===== src/rtl/bhl_pkg.sv =====
package bhl_pkg;

	// Configuration port widths and register indexes.
	localparam int CFG_IW = 2;
	localparam int CFG_DW = 11;

	localparam logic [CFG_IW-1:0] CFG_SOURCE = 2'd0;
	localparam logic [CFG_IW-1:0] CFG_COUNT  = 2'd1;
	localparam logic [CFG_IW-1:0] CFG_LIMIT  = 2'd2;

	// Controller states.
	typedef enum logic [4:0] {
		S_CLEAR,
		S_IDLE,
		S_LDA_RD,
		S_LDA_WR,
		S_LDB_RD,
		S_LDB_WR,
		S_SRC,
		S_POP,
		S_HEAD,
		S_FIRST,
		S_LINK,
		S_ADJ,
		S_VISIT,
		S_SCAN,
		S_SC_EDGE,
		S_SC_DIST,
		S_SC_CMP,
		S_DONE
	} bhl_state_t;

	// Commands from the controller to the datapath.
	typedef struct packed {
		logic capture;
		logic wr_link_a;
		logic wr_link_b;
		logic srch_init;
		logic pop;
		logic rd_head_u;
		logic rd_head_b;
		logic take_head;
		logic take_adj;
		logic visit;
		logic scan_init;
		logic rd_dist;
		logic scan_upd;
		logic clr_init;
		logic clr_step;
	} bhl_cmd_t;

	// Status from the datapath to the controller.
	typedef struct packed {
		logic load_ok;
		logic item_last;
		logic last_q;
		logic src_ok;
		logic q_empty;
		logic link_zero;
		logic scan_done;
		logic clr_last;
	} bhl_status_t;

endpackage


===== src/rtl/bhl_ctrl.sv =====
module bhl_ctrl (
	input  logic                 clk,
	input  logic                 arst_n,
	input  logic                 start,
	input  bhl_pkg::bhl_status_t status,
	output bhl_pkg::bhl_cmd_t    cmd,
	output logic                 busy,
	output logic                 done
);
	import bhl_pkg::*;

	bhl_state_t state_q, state_d;

	// State register; reset starts with the clearing pass.
	always_ff @(posedge clk or negedge arst_n) begin
		if (!arst_n) begin
			state_q <= S_CLEAR;
		end else begin
			state_q <= state_d;
		end
	end

	// Next state.
	always_comb begin
		state_d = state_q;
		unique case (state_q)
			S_CLEAR: begin
				if (status.clr_last) state_d = S_IDLE;
			end
			S_IDLE: begin
				if (start) begin
					if (status.load_ok) state_d = S_LDA_RD;
					else if (status.item_last) state_d = S_SRC;
				end
			end
			S_LDA_RD: state_d = S_LDA_WR;
			S_LDA_WR: state_d = S_LDB_RD;
			S_LDB_RD: state_d = S_LDB_WR;
			S_LDB_WR: state_d = status.last_q ? S_SRC : S_IDLE;
			S_SRC:    state_d = status.src_ok ? S_POP : S_SCAN;
			S_POP:    state_d = status.q_empty ? S_SCAN : S_HEAD;
			S_HEAD:   state_d = S_FIRST;
			S_FIRST:  state_d = S_LINK;
			S_LINK:   state_d = status.link_zero ? S_POP : S_ADJ;
			S_ADJ:    state_d = S_VISIT;
			S_VISIT:  state_d = S_LINK;
			S_SCAN:   state_d = S_SC_EDGE;
			S_SC_EDGE: state_d = status.scan_done ? S_DONE : S_SC_DIST;
			S_SC_DIST: state_d = S_SC_CMP;
			S_SC_CMP:  state_d = S_SC_EDGE;
			S_DONE:    state_d = S_CLEAR;
			default:   state_d = S_CLEAR;
		endcase
	end

	// Outputs.
	always_comb begin
		cmd  = '0;
		busy = 1'b1;
		done = 1'b0;
		unique case (state_q)
			S_CLEAR: cmd.clr_step = 1'b1;
			S_IDLE: begin
				busy = 1'b0;
				cmd.capture = start;
			end
			S_LDA_WR:  cmd.wr_link_a = 1'b1;
			S_LDB_RD:  cmd.rd_head_b = 1'b1;
			S_LDB_WR:  cmd.wr_link_b = 1'b1;
			S_SRC:     cmd.srch_init = 1'b1;
			S_POP:     cmd.pop = !status.q_empty;
			S_HEAD:    cmd.rd_head_u = 1'b1;
			S_FIRST:   cmd.take_head = 1'b1;
			S_ADJ:     cmd.take_adj = 1'b1;
			S_VISIT:   cmd.visit = 1'b1;
			S_SCAN:    cmd.scan_init = 1'b1;
			S_SC_DIST: cmd.rd_dist = 1'b1;
			S_SC_CMP:  cmd.scan_upd = 1'b1;
			S_DONE: begin
				done = 1'b1;
				cmd.clr_init = 1'b1;
			end
			default: ;
		endcase
	end

endmodule


===== config.mk =====
export PLATFORM = sky130hd
export DESIGN_NAME = bhl_ctrl
export DESIGN_NICKNAME = d
export VERILOG_FILES = /design/src/rtl/bhl_pkg.sv /design/src/rtl/bhl_ctrl.sv
export SDC_FILE = /design/constraint.sdc
export NUM_CORES = 1
export LEC_CHECK = 0
export BUFFER_PORTS_ARGS = -buffer_cell sky130_fd_sc_hd__buf_2
export CORE_MARGIN = 3
export CORE_UTILIZATION = 30
export DETAILED_ROUTE_END_ITERATION = 10
export PLACE_DENSITY_LB_ADDON = 0.3
export REMOVE_ABC_BUFFERS = 1
export SLEW_MARGIN = 40
export SYNTH_ARGS = -nofsm -noshare
export SYNTH_HDL_FRONTEND = slang
export SYNTH_SLANG_ARGS = --single-unit

===== constraint.sdc =====
create_clock -name clk -period 2.75 [get_ports clk]
set_clock_uncertainty 0.1 [all_clocks]
set_input_delay 0.55 -clock clk [delete_from_list [all_inputs] [get_ports clk]]
set_output_delay 0.55 -clock clk [all_outputs]
set_load 0.01 [all_outputs]

==> results.md, run 1 <==
| Item | Value |
|---|---|
| Register with the most flip-flops | state_q |
| Area added between synthesis and finish | 30.3% |
| Number of standard-cell rows in the floorplan | 15 |
| Detail Route Antenna Nets | 0 |
| Type of origin of the critical path | flip-flop |
| Die Height | 49.6 um |
| Layout Cell Area excl Fill | 742 sq um |
| Pin count of the biggest net entering global routing | 17 |
| CP max stage cell | sky130_fd_sc_hd__or3b_2 |
| Total clock buffers created by CTS | 3 |
| Share of the clock period used by the worst path | 91.3% |
| Total Nets Final | 119 |
| Wire length of the first global-routing pass | 2750 um |
| Post-route core utilization | 42.1% |
| Number of distinct library cells after synthesis | 32 |
| GRT Overall Usage | 14.1% |
| Number of global-route vias before repair | 627 |
| Clk sink count | 5 |
| Number of hold-repair buffers added at the cts stage | 0 |
| Average wire length per cell after detail routing | 11.9 um |
| Antenna diode instance count | 0 |
| Fraction of the yosys area taken by sequential cells | 22.0% |
| DPL Wire Length | 1220 um |
| Boundary pin count | 28 |
| Slew at the pin closest to its max-slew limit | 451 ps |
| Vias/cell | 5.10 |
| Worst endpoint required time | 2100 ps |
| Peak ir drop on the vdd network | 0.461 mV |
| Max Cap Violations | 0 |
| Number of warnings printed during yosys synthesis | 0 |
| Most common cell after layout, fill and taps aside | sky130_fd_sc_hd__buf_2 |
| Setup-violating endpoint count in the final report | 0 |
| Leakage power | 0.365 nW |
| Post-detailed-route DRC marker count | 0 |
| Final hold viol count | 0 |
| Starting DRT DRC Count | 15 |
| Via count | 673 |
| Area of the die | 0.00246 sq mm |
| Buffer type at the clock tree root | sky130_fd_sc_hd__clkbuf_4 |
| Max_slew headroom | 69.9% |
| Type of the worst min-delay path | in2async |
| Post-Place Cells | 128 |
| Wirelength, routed | 1570 um |
| Max Fclk | 0.398 GHz |
| Clock slew seen by the registers of the worst setup and hold paths | 50 ps |
| Initial standard-cell utilization of the core | 32.3% |
| Outcome | complete, no violations |
| Fraction of final layout cells with drive strength greater than 1 | 37.4% |
| Largest registers | state_q: 5 flops |
| Max reg flops | 5 |
| Initial antenna violation count | 0 |
| Cell Count, Final, Fillers Out | 132 |
| Average cell area after synthesis | 7.03 sq um |
| First-pass detailed-route iteration total | 4 |
| X dimension of the die | 49.6 um |
| Final TNS setup | 0 ps |
| Count of mapped cells out of synthesis | 81 |
| Classification of the worst setup path | reg2out |
| Type of element capturing the critical path | output port |
| Weighted congestion reported at the end of routability-driven placement | 0.804 |
| Source-to-sink clock delay at the later pin of the worst-skew pair | 250 ps |
| Placeable core area | 0.00176 sq mm |
| Fillcell total | 197 |
| Number of port buffers | 27 |
| Synth Register Bits | 5 |
| Post-synthesis cell area | 569 sq um |
| Post-cts gate resize count | 0 |
| Placed cell area | 716 sq um |
| Total number of H-tree levels | 1 |
| TritonCTS clock tree | done |
| Final min period | 2510 ps |
| Residual overflow from global routing | 0 |
| Top library cells by usage in the layout, fill and taps aside | sky130_fd_sc_hd__buf_2, sky130_fd_sc_hd__nor2_1, sky130_fd_sc_hd__o21ai_0, sky130_fd_sc_hd__nand2_1 |
| Arrival @ worst endpoint | 1860 ps |
| Largest fanout on the critical path | 16 |
| Largest stage delay on the critical path | 550 ps |
| CP Cell Sequence | or3b_2 > nor2_1 > and2_1 > buf_2 |
| # Post-CTS Setup Buffers | 0 |
| Setup repair after global routing missed its margin | no |
| Number of max-slew violations in the final report | 0 |
| P per Cell Area | 1080 mW/mm^2 |
| Clock Path Buffers | 2 |
==> routing by layer <==
metal / vias up / wire length [um] / global-route usage [%]
met5: - / 0 / 0
met4: 0 / 12 / 4.61
met3: 2 / 103 / 4.53
met2: 33 / 724 / 21.1
met1: 299 / 727 / 18.9
li1: 339 / - / -
==> critical path, delay by kind of cell (launching register included) <==
family        cells  cell delay [ps]
simple gates      3              950
buf+inv           1              120
flops             1              540
==> logic make-up after synthesis <==
group           Yosys count  synth area share (%)
flops                     5                  22.0
compound gates           20                  24.8
mux                       2                  3.52
simple gates             42                  39.6
buf+inv                  12                  10.1
==> power by group <==
part,internal (mW),switching (mW),leakage (nW),total [mW]
sequential,0.108,0.0892,0.0622,0.197
clock,0.0553,0.0372,0.0150,0.0926
combinational,0.243,0.267,0.288,0.510
==> per-stage QoR <==
step                      power [mW]  hold WS, ps  setup WS [ps]
after floorplan                0.528          154            630
after global placement         0.702          272            566
after detailed placement       0.707          273            519
after CTS                      0.805        0.282            244
after global routing           0.878         2.81            134
final                          0.799         2.22            240
==> synthesized netlist by cell type <==
library cell                 n  area (sq um)
sky130_fd_sc_hd__nand2b_1    3          18.8
sky130_fd_sc_hd__inv_1       4          15.0
sky130_fd_sc_hd__and2_1      2          12.5
sky130_fd_sc_hd__a2111oi_0   1          8.76
sky130_fd_sc_hd__a31oi_1     1          6.26
sky130_fd_sc_hd__o311a_1     1          10.0
sky130_fd_sc_hd__clkbuf_1    5          18.8
sky130_fd_sc_hd__o21ai_0     8          40.0
sky130_fd_sc_hd__a22oi_1     1          7.51
sky130_fd_sc_hd__buf_6       1          11.3
sky130_fd_sc_hd__nor2b_1     4          25.0
sky130_fd_sc_hd__nand3_1     2          10.0
sky130_fd_sc_hd__buf_2       1          5.00
sky130_fd_sc_hd__o211ai_1    1          7.51
sky130_fd_sc_hd__nor3_1      5          25.0
sky130_fd_sc_hd__or3_4       1          11.3
sky130_fd_sc_hd__nor3b_1     1          7.51
sky130_fd_sc_hd__o32a_1      1          10.0
sky130_fd_sc_hd__nand2_1     6          22.5
sky130_fd_sc_hd__a221oi_2    1          15.0
sky130_fd_sc_hd__or3b_2      3          26.3
sky130_fd_sc_hd__a21oi_1     2          10.0
sky130_fd_sc_hd__o31a_1      1          8.76
sky130_fd_sc_hd__nor4_1      1          6.26
sky130_fd_sc_hd__or2_4       1          8.76
sky130_fd_sc_hd__a221oi_1    1          8.76
sky130_fd_sc_hd__mux2i_1     2          20.0
sky130_fd_sc_hd__or2_2       1          6.26
sky130_fd_sc_hd__nor2_1     12          45.0
sky130_fd_sc_hd__dfrtp_1     5           125
sky130_fd_sc_hd__buf_4       1          7.51
sky130_fd_sc_hd__o221ai_1    1          8.76
==> final timing paths <==
check / cells past startpoint / slack [ps] / from / end
min in group clk: 2 / 470 / status[4] / state_q[3]$_DFFE_PN0P_
setup / recovery: 4 / 240 / state_q[1]$_DFFE_PN0P_ / cmd[14]
hold / removal: 1 / 2 / arst_n / state_q[2]$_DFFE_PN0P_
max in group asynchronous: 1 / 2410 / arst_n / state_q[3]$_DFFE_PN0P_
setup reg to reg: 4 / 820 / state_q[1]$_DFFE_PN0P_ / state_q[2]$_DFFE_PN0P_
hold reg to reg: 1 / 610 / state_q[4]$_DFFE_PN0P_ / state_q[3]$_DFFE_PN0P_
==> layout make-up <==
cell class                      instances  area [sq um]  area share [%]
Inverter                                4          15.0            2.02
Timing Repair Buffer                   30           158            21.2
Sequential cell                         5           125            16.9
Clock buffer                            4          26.3            3.54
Multi-Input combinational cell         64           387            52.1
Tap cell                               25          31.3            4.22
Power figures use the tool's default switching activity.
==> run 2: changes to the inputs <==
PLACE_DENSITY_LB_ADDON = 0.1   (was 0.3)
==> results.md, run 2 (synthesized netlist as in run 1, its figures left out) <==
| Item | Value | vs previous |
|---|---|---|
| Final hold viol count | 0 | unchanged |
| Internal reg-to-reg setup slack | 930 ps | +110 ps |
| Area of the die | 0.00246 sq mm | unchanged |
| Share of power burned in registers | 17.7% | -6.9 points |
| Max Cap Violations | 0 | unchanged |
| GRT Overall Usage | 14.5% | +0.43 points |
| Buf/Inv on CP | 1 | unchanged |
| Start of the worst register-to-register path | state_q[3]$_DFFE_PN0P_ |  |
| Total Power Consumption | 0.814 mW | +1.9% |
| Proportion of power drawn by combinational gates | 71.5% | +7.7 points |
| Number of port buffers | 27 | unchanged |
| Layout Cell Area excl Fill | 749 sq um | +1.0% |
| Met3 Track Usage GR | 3.32% | -1.2 points |
| Leakage power | 0.370 nW | +1.4% |
| Wirelength, routed | 1650 um | +5.6% |
| # Post-CTS Setup Buffers | 0 | unchanged |
| DPL Wire Length | 1260 um | +2.8% |
| Classification of the worst setup path | reg2out |  |
| Setup repair after global routing missed its margin | no |  |
| First-pass detailed-route iteration total | 4 | unchanged |
| Register area | 125 sq um | unchanged |
| Max reg flops | 5 | unchanged |
| Final min period | 2330 ps | -182 ps |
| Number of max-slew violations in the final report | 0 | unchanged |
| Worst endpoint required time | 2100 ps | about the same |
| Peak ir drop on the vdd network | 0.327 mV | -29% |
| Fraction of final layout cells with drive strength greater than 1 | 38.0% | +0.58 points |
| Setup-violating endpoint count in the final report | 0 | unchanged |
| Largest fanout on the critical path | 6 | -10 |
| Fraction of power spent switching nets | 48.8% | -0.42 points |
| Top library cells by usage in the layout, fill and taps aside | sky130_fd_sc_hd__buf_2, sky130_fd_sc_hd__nor2_1, sky130_fd_sc_hd__o21ai_0, sky130_fd_sc_hd__nand2_1 |  |
| Crit path setup slack, layout | 422 ps | +182 ps |
| Fillcell total | 204 | +3.6% |
| Area of the multi-input gates | 387 sq um | unchanged |
| Arrival @ worst endpoint | 1680 ps | -180 ps |
| Slew at the pin closest to its max-slew limit | 402 ps | -49.3 ps |
| Number of hold-repair buffers added at the cts stage | 0 | unchanged |
| X dimension of the die | 49.6 um | unchanged |
| Clock slew seen by the registers of the worst setup and hold paths | 50 ps | about the same |
| Net switching power figure | 0.398 mW | +1.0% |
| Buffer type at the clock tree root | sky130_fd_sc_hd__clkbuf_4 |  |
| Weighted congestion reported at the end of routability-driven placement | 0.885 | +10% |
| Average wire length per cell after detail routing | 12.4 um | +4.8% |
| Type of origin of the critical path | flip-flop |  |
| CP max stage cell | sky130_fd_sc_hd__or3b_2 |  |
| Initial standard-cell utilization of the core | 32.3% | unchanged |
| Outcome | complete, no violations |  |
| CP Cell Sequence | or3b_2 > nor2_1 > and2_1 > buf_2 |  |
| Max Fclk | 0.430 GHz | +7.8% |
| Post-detailed-route DRC marker count | 0 | unchanged |
| Area added between synthesis and finish | 31.6% |  |
| Type of the worst min-delay path | in2async |  |
| Final TNS setup | 0 ps | unchanged |
| Residual overflow from global routing | 0 | unchanged |
| Die Height | 49.6 um | unchanged |
| P_int | 0.417 mW | +2.7% |
| TritonCTS clock tree | done |  |
| Number of standard-cell rows in the floorplan | 15 | unchanged |
| Clock Path Buffers | 2 | unchanged |
| Total Nets Final | 120 | +0.84% |
| Placed cell area | 723 sq um | +1.0% |
| Largest stage delay on the critical path | 490 ps | -60 ps |
| Total number of H-tree levels | 1 | unchanged |
| Total clock buffers created by CTS | 3 | unchanged |
| Type of element capturing the critical path | output port |  |
| Antenna diode instance count | 0 | unchanged |
| Met2 track demand over resource | 20.3% | -0.88 points |
| Register with the most flip-flops | state_q |  |
| Initial antenna violation count | 0 | unchanged |
| Max_slew headroom | 72.5% | +2.6 points |
| Pin count of the biggest net entering global routing | 18 | +1 |
| Wire length of the first global-routing pass | 2760 um | +0.51% |
| Cell family with most CP delay | simple AND/OR/NAND/NOR gates |  |
| Detail Route Antenna Nets | 0 | unchanged |
| Post-place setup slack | 677 ps | +159 ps |
| Vias/cell | 5.13 | +0.58% |
| Placeable core area | 0.00176 sq mm | unchanged |
| Most common cell after layout, fill and taps aside | sky130_fd_sc_hd__buf_2 |  |
| Boundary pin count | 28 | unchanged |
| Source-to-sink clock delay at the later pin of the worst-skew pair | 250 ps | about the same |
| Share of the clock period used by the worst path | 84.6% | -6.6 points |
| Routing usage on met1 | 19.9% | +1.1 points |
| Post-cts gate resize count | 0 | unchanged |
| Largest registers | state_q: 5 flops |  |
| Via count | 682 | +1.3% |
| Portion of total power attributed to the clock network | 10.9% | -0.7 points |
| Starting DRT DRC Count | 17 | +2 |
| Clk sink count | 5 | unchanged |
| P per Cell Area | 1090 mW/mm^2 | +0.85% |
| Critical Path Source | state_q[1]$_DFFE_PN0P_ |  |
| Busiest layer in global routing | met2 |  |
| Worst hold margin | 9.44 ps | +7.22 ps |
| Number of global-route vias before repair | 625 | -0.32% |
## run 2: cell types whose count changed in the layout (fill, tap and decap cells not counted), sizes merged
cell  before  now
buf       30   31
## run 2: stage by stage
stage | std cells | util [%]
final | 133 | 42.5
after global routing | 133 | 42.5
after CTS | 133 | 42.5
after detailed placement | 129 | 41.0
after global placement | 129 | 41.0
after floorplan | 73 | -
## run 2: worst paths after layout
| check | endpoint | depth (start not counted) |
|---|---|---|
| worst max-delay path | cmd[14] | 4 |
| worst min-delay path | state_q[4]$_DFFE_PN0P_ | 1 |
| worst max register to register | state_q[2]$_DFFE_PN0P_ | 4 |
| worst min register to register | state_q[3]$_DFFE_PN0P_ | 1 |
| max in group asynchronous | state_q[1]$_DFFE_PN0P_ | 1 |
| min in group clk | state_q[3]$_DFFE_PN0P_ | 2 |
## run 2: final cells by class
type	instances	share of cell area, %
multi-input combinational	64	51.6
timing repair buffer	31	22.0
sequential	5	16.7
tap	25	4.17
clock buffer	4	3.51
inverter	4	2.00
## run 2: metal layers
| layer | vias to the layer above | wire length, um |
|---|---|---|
| met5 | - | 0 |
| met4 | 0 | 16 |
| met3 | 3 | 125 |
| met2 | 30 | 729 |
| met1 | 306 | 783 |
| li1 | 343 | - |
## run 2: worst register-to-register path, stage by stage (launching register included)
cell                       delay (ps)
sky130_fd_sc_hd__dfrtp_1          390
sky130_fd_sc_hd__or3_4            420
sky130_fd_sc_hd__or2_4            280
sky130_fd_sc_hd__a221oi_2         340
sky130_fd_sc_hd__o311a_1          230
## run 2: power by group through the flow
stage	Clock [mW]	Combinational (mW)	Sequential, mW
2_1_floorplan	0	0.328	0.200
3_3_place_gp	0	0.586	0.144
3_5_place_dp	0	0.581	0.145
4_1_cts	0.0906	0.584	0.144
5_1_grt	0.0937	0.654	0.149
6_report	0.0884	0.582	0.144
==> run 3: changes to the inputs <==
clock period = 2.1 ns   (was 2.75 ns; I/O delays follow)
==> results.md, run 3 (synthesized netlist as in run 1, its figures left out) <==
| Item | Value | vs previous |
|---|---|---|
| Setup repair after global routing missed its margin | yes |  |
| Clock Path Buffers | 2 | unchanged |
| GRT Overall Usage | 14.3% | -0.20 points |
| Boundary pin count | 28 | unchanged |
| Number of max-slew violations in the final report | 0 | unchanged |
| # Post-CTS Setup Buffers | 0 | unchanged |
| P_int | 0.571 mW | +37% |
| Max Fclk | 0.490 GHz |  |
| Slew at the pin closest to its max-slew limit | 350 ps | -52.0 ps |
| Clk sink count | 5 | unchanged |
| Register with the most flip-flops | state_q |  |
| First-pass detailed-route iteration total | 4 | unchanged |
| Max_slew headroom | 76.1% | +3.6 points |
| Outcome | complete, no violations |  |
| Starting DRT DRC Count | 14 | -3 |
| Type of origin of the critical path | flip-flop |  |
| Die Height | 49.6 um | unchanged |
| Number of port buffers | 27 | unchanged |
| Number of standard-cell rows in the floorplan | 15 | unchanged |
| Average wire length per cell after detail routing | 12.1 um | -2.4% |
| Post-route core utilization | 45.0% | +2.5 points |
| Setup-violating endpoint count in the final report | 0 | unchanged |
| Initial standard-cell utilization of the core | 32.3% | unchanged |
| Total clock buffers created by CTS | 3 | unchanged |
| Final min period | 2040 ps |  |
| Area added between synthesis and finish | 39.3% |  |
| Source-to-sink clock delay at the later pin of the worst-skew pair | 250 ps | about the same |
| Initial antenna violation count | 0 | unchanged |
| P per Cell Area | 1400 mW/mm^2 | +29% |
| Portion of total power attributed to the clock network | 10.2% | -0.7 points |
| Final hold viol count | 0 | unchanged |
| Wirelength, routed | 1650 um | -0.24% |
| Largest registers | state_q: 5 flops |  |
| Weighted congestion reported at the end of routability-driven placement | 0.795 | -10% |
| Total Nets Final | 123 | +2.5% |
| Share of the clock period used by the worst path | 97.1% |  |
| DPL Wire Length | 1290 um | +2.1% |
| Share of power burned in registers | 16.6% | -1.1 points |
| Post-place setup slack | 279 ps | -398 ps |
| Top library cells by usage in the layout, fill and taps aside | sky130_fd_sc_hd__buf_2, sky130_fd_sc_hd__nor2_1, sky130_fd_sc_hd__o21ai_0, sky130_fd_sc_hd__nand2_1, sky130_fd_sc_hd__buf_4 |  |
| Pin count of the biggest net entering global routing | 19 | +1 |
| Hold wc startpoint | status[4] |  |
| Net switching power figure | 0.541 mW | +36% |
| Detail Route Antenna Nets | 0 | unchanged |
| Critical Path Source | state_q[3]$_DFFE_PN0P_ |  |
| Worst endpoint required time | 1580 ps | -520 ps |
| Buffer type at the clock tree root | sky130_fd_sc_hd__clkbuf_4 |  |
| Clock slew seen by the registers of the worst setup and hold paths | 50 ps | about the same |
| Number of global-route vias before repair | 626 | +0.16% |
| X dimension of the die | 49.6 um | unchanged |
| Max Cap Violations | 0 | unchanged |
| Placeable core area | 0.00176 sq mm | unchanged |
| Start of the worst register-to-register path | state_q[3]$_DFFE_PN0P_ |  |
| Arrival @ worst endpoint | 1520 ps | -160 ps |
| Leakage power | 0.388 nW | +4.9% |
| Antenna diode instance count | 0 | unchanged |
| Proportion of power drawn by combinational gates | 73.2% | +1.7 points |
| Fraction of power spent switching nets | 48.6% | -0.21 points |
| Final TNS setup | 0 ps | unchanged |
| Peak ir drop on the vdd network | 0.625 mV | +91% |
| TritonCTS clock tree | done |  |
| Crit path setup slack, layout | 60.0 ps | -362 ps |
| Largest fanout on the critical path | 4 | -2 |
| Max reg flops | 5 | unchanged |
| Type of element capturing the critical path | output port |  |
| Internal reg-to-reg setup slack | 320 ps | -610 ps |
| Most common cell after layout, fill and taps aside | sky130_fd_sc_hd__buf_2 |  |
| Residual overflow from global routing | 0 | unchanged |
| Classification of the worst setup path | reg2out |  |
| Type of the worst min-delay path | in2reg |  |
| Vias/cell | 4.93 | -3.8% |
| Wire length of the first global-routing pass | 2750 um | -0.25% |
| Area of the die | 0.00246 sq mm | unchanged |
| Post-detailed-route DRC marker count | 0 | unchanged |
| Fraction of final layout cells with drive strength greater than 1 | 42.3% | +4.4 points |
| Worst hold margin | 370 ps | +360 ps |
| Total number of H-tree levels | 1 | unchanged |
| Via count | 671 | -1.6% |
[run 3: layout make-up]
cell class / count / area [sq um]
fill: 199 / 971
multi-input combinational: 64 / 403
timing repair buffer: 34 / 190
sequential: 5 / 126
tap: 25 / 31.3
clock buffer: 3 / 22.5
inverter: 4 / 15.0
clock inverter: 1 / 5.00
[run 3: path summary, 6_finish.rpt]
kind,end,cells after the start
max,cmd[2],4
min,state_q[3]$_DFFE_PN0P_,2
max reg2reg,state_q[2]$_DFFE_PN0P_,4
min reg2reg,state_q[2]$_DFFE_PN0P_,2
max in group asynchronous,state_q[2]$_DFFE_PN0P_,2
min in group asynchronous,state_q[3]$_DFFE_PN0P_,2
[run 3: worst max-delay path, cell delays in order, from the launching register on]
cell and delay [ps]:
sky130_fd_sc_hd__dfrtp_1 390, sky130_fd_sc_hd__or3_4 410, sky130_fd_sc_hd__or2_4 270, sky130_fd_sc_hd__inv_1 70, sky130_fd_sc_hd__buf_2 120
[run 3: power by group through the flow]
stage	logic (mW)	registers, mW	clock network [mW]
final	0.814	0.185	0.113
after global routing	0.913	0.192	0.127
after CTS	0.792	0.179	0.118
after detailed placement	0.788	0.181	0
after global placement	0.793	0.182	0
after floorplan	0.430	0.262	0
[run 3: metal layers]
layer  global-route usage, %  share of wire (%)
met1                    19.2                 48
met3                    6.34                6.8
met5                       0                  0
met2                    21.1                 45
met4                    2.76                  0
[run 3: repair_timing]
| action | 4_1_cts | 5_1_grt |
|---|---|---|
| hold endpoints to repair | 5 | 0 |
| setup endpoints to repair | 0 | 4 |
| hold buffers | 1 | 0 |
| gates resized for setup | 0 | 5 |
[run 3: per-stage QoR]
step	instance area (sq um)	power (mW)	instances
global placement	738	0.975	131
finish	793	1.11	136
CTS	776	1.09	136
detailed placement	738	0.969	131
global route	793	1.23	136
floorplan	527	0.691	73
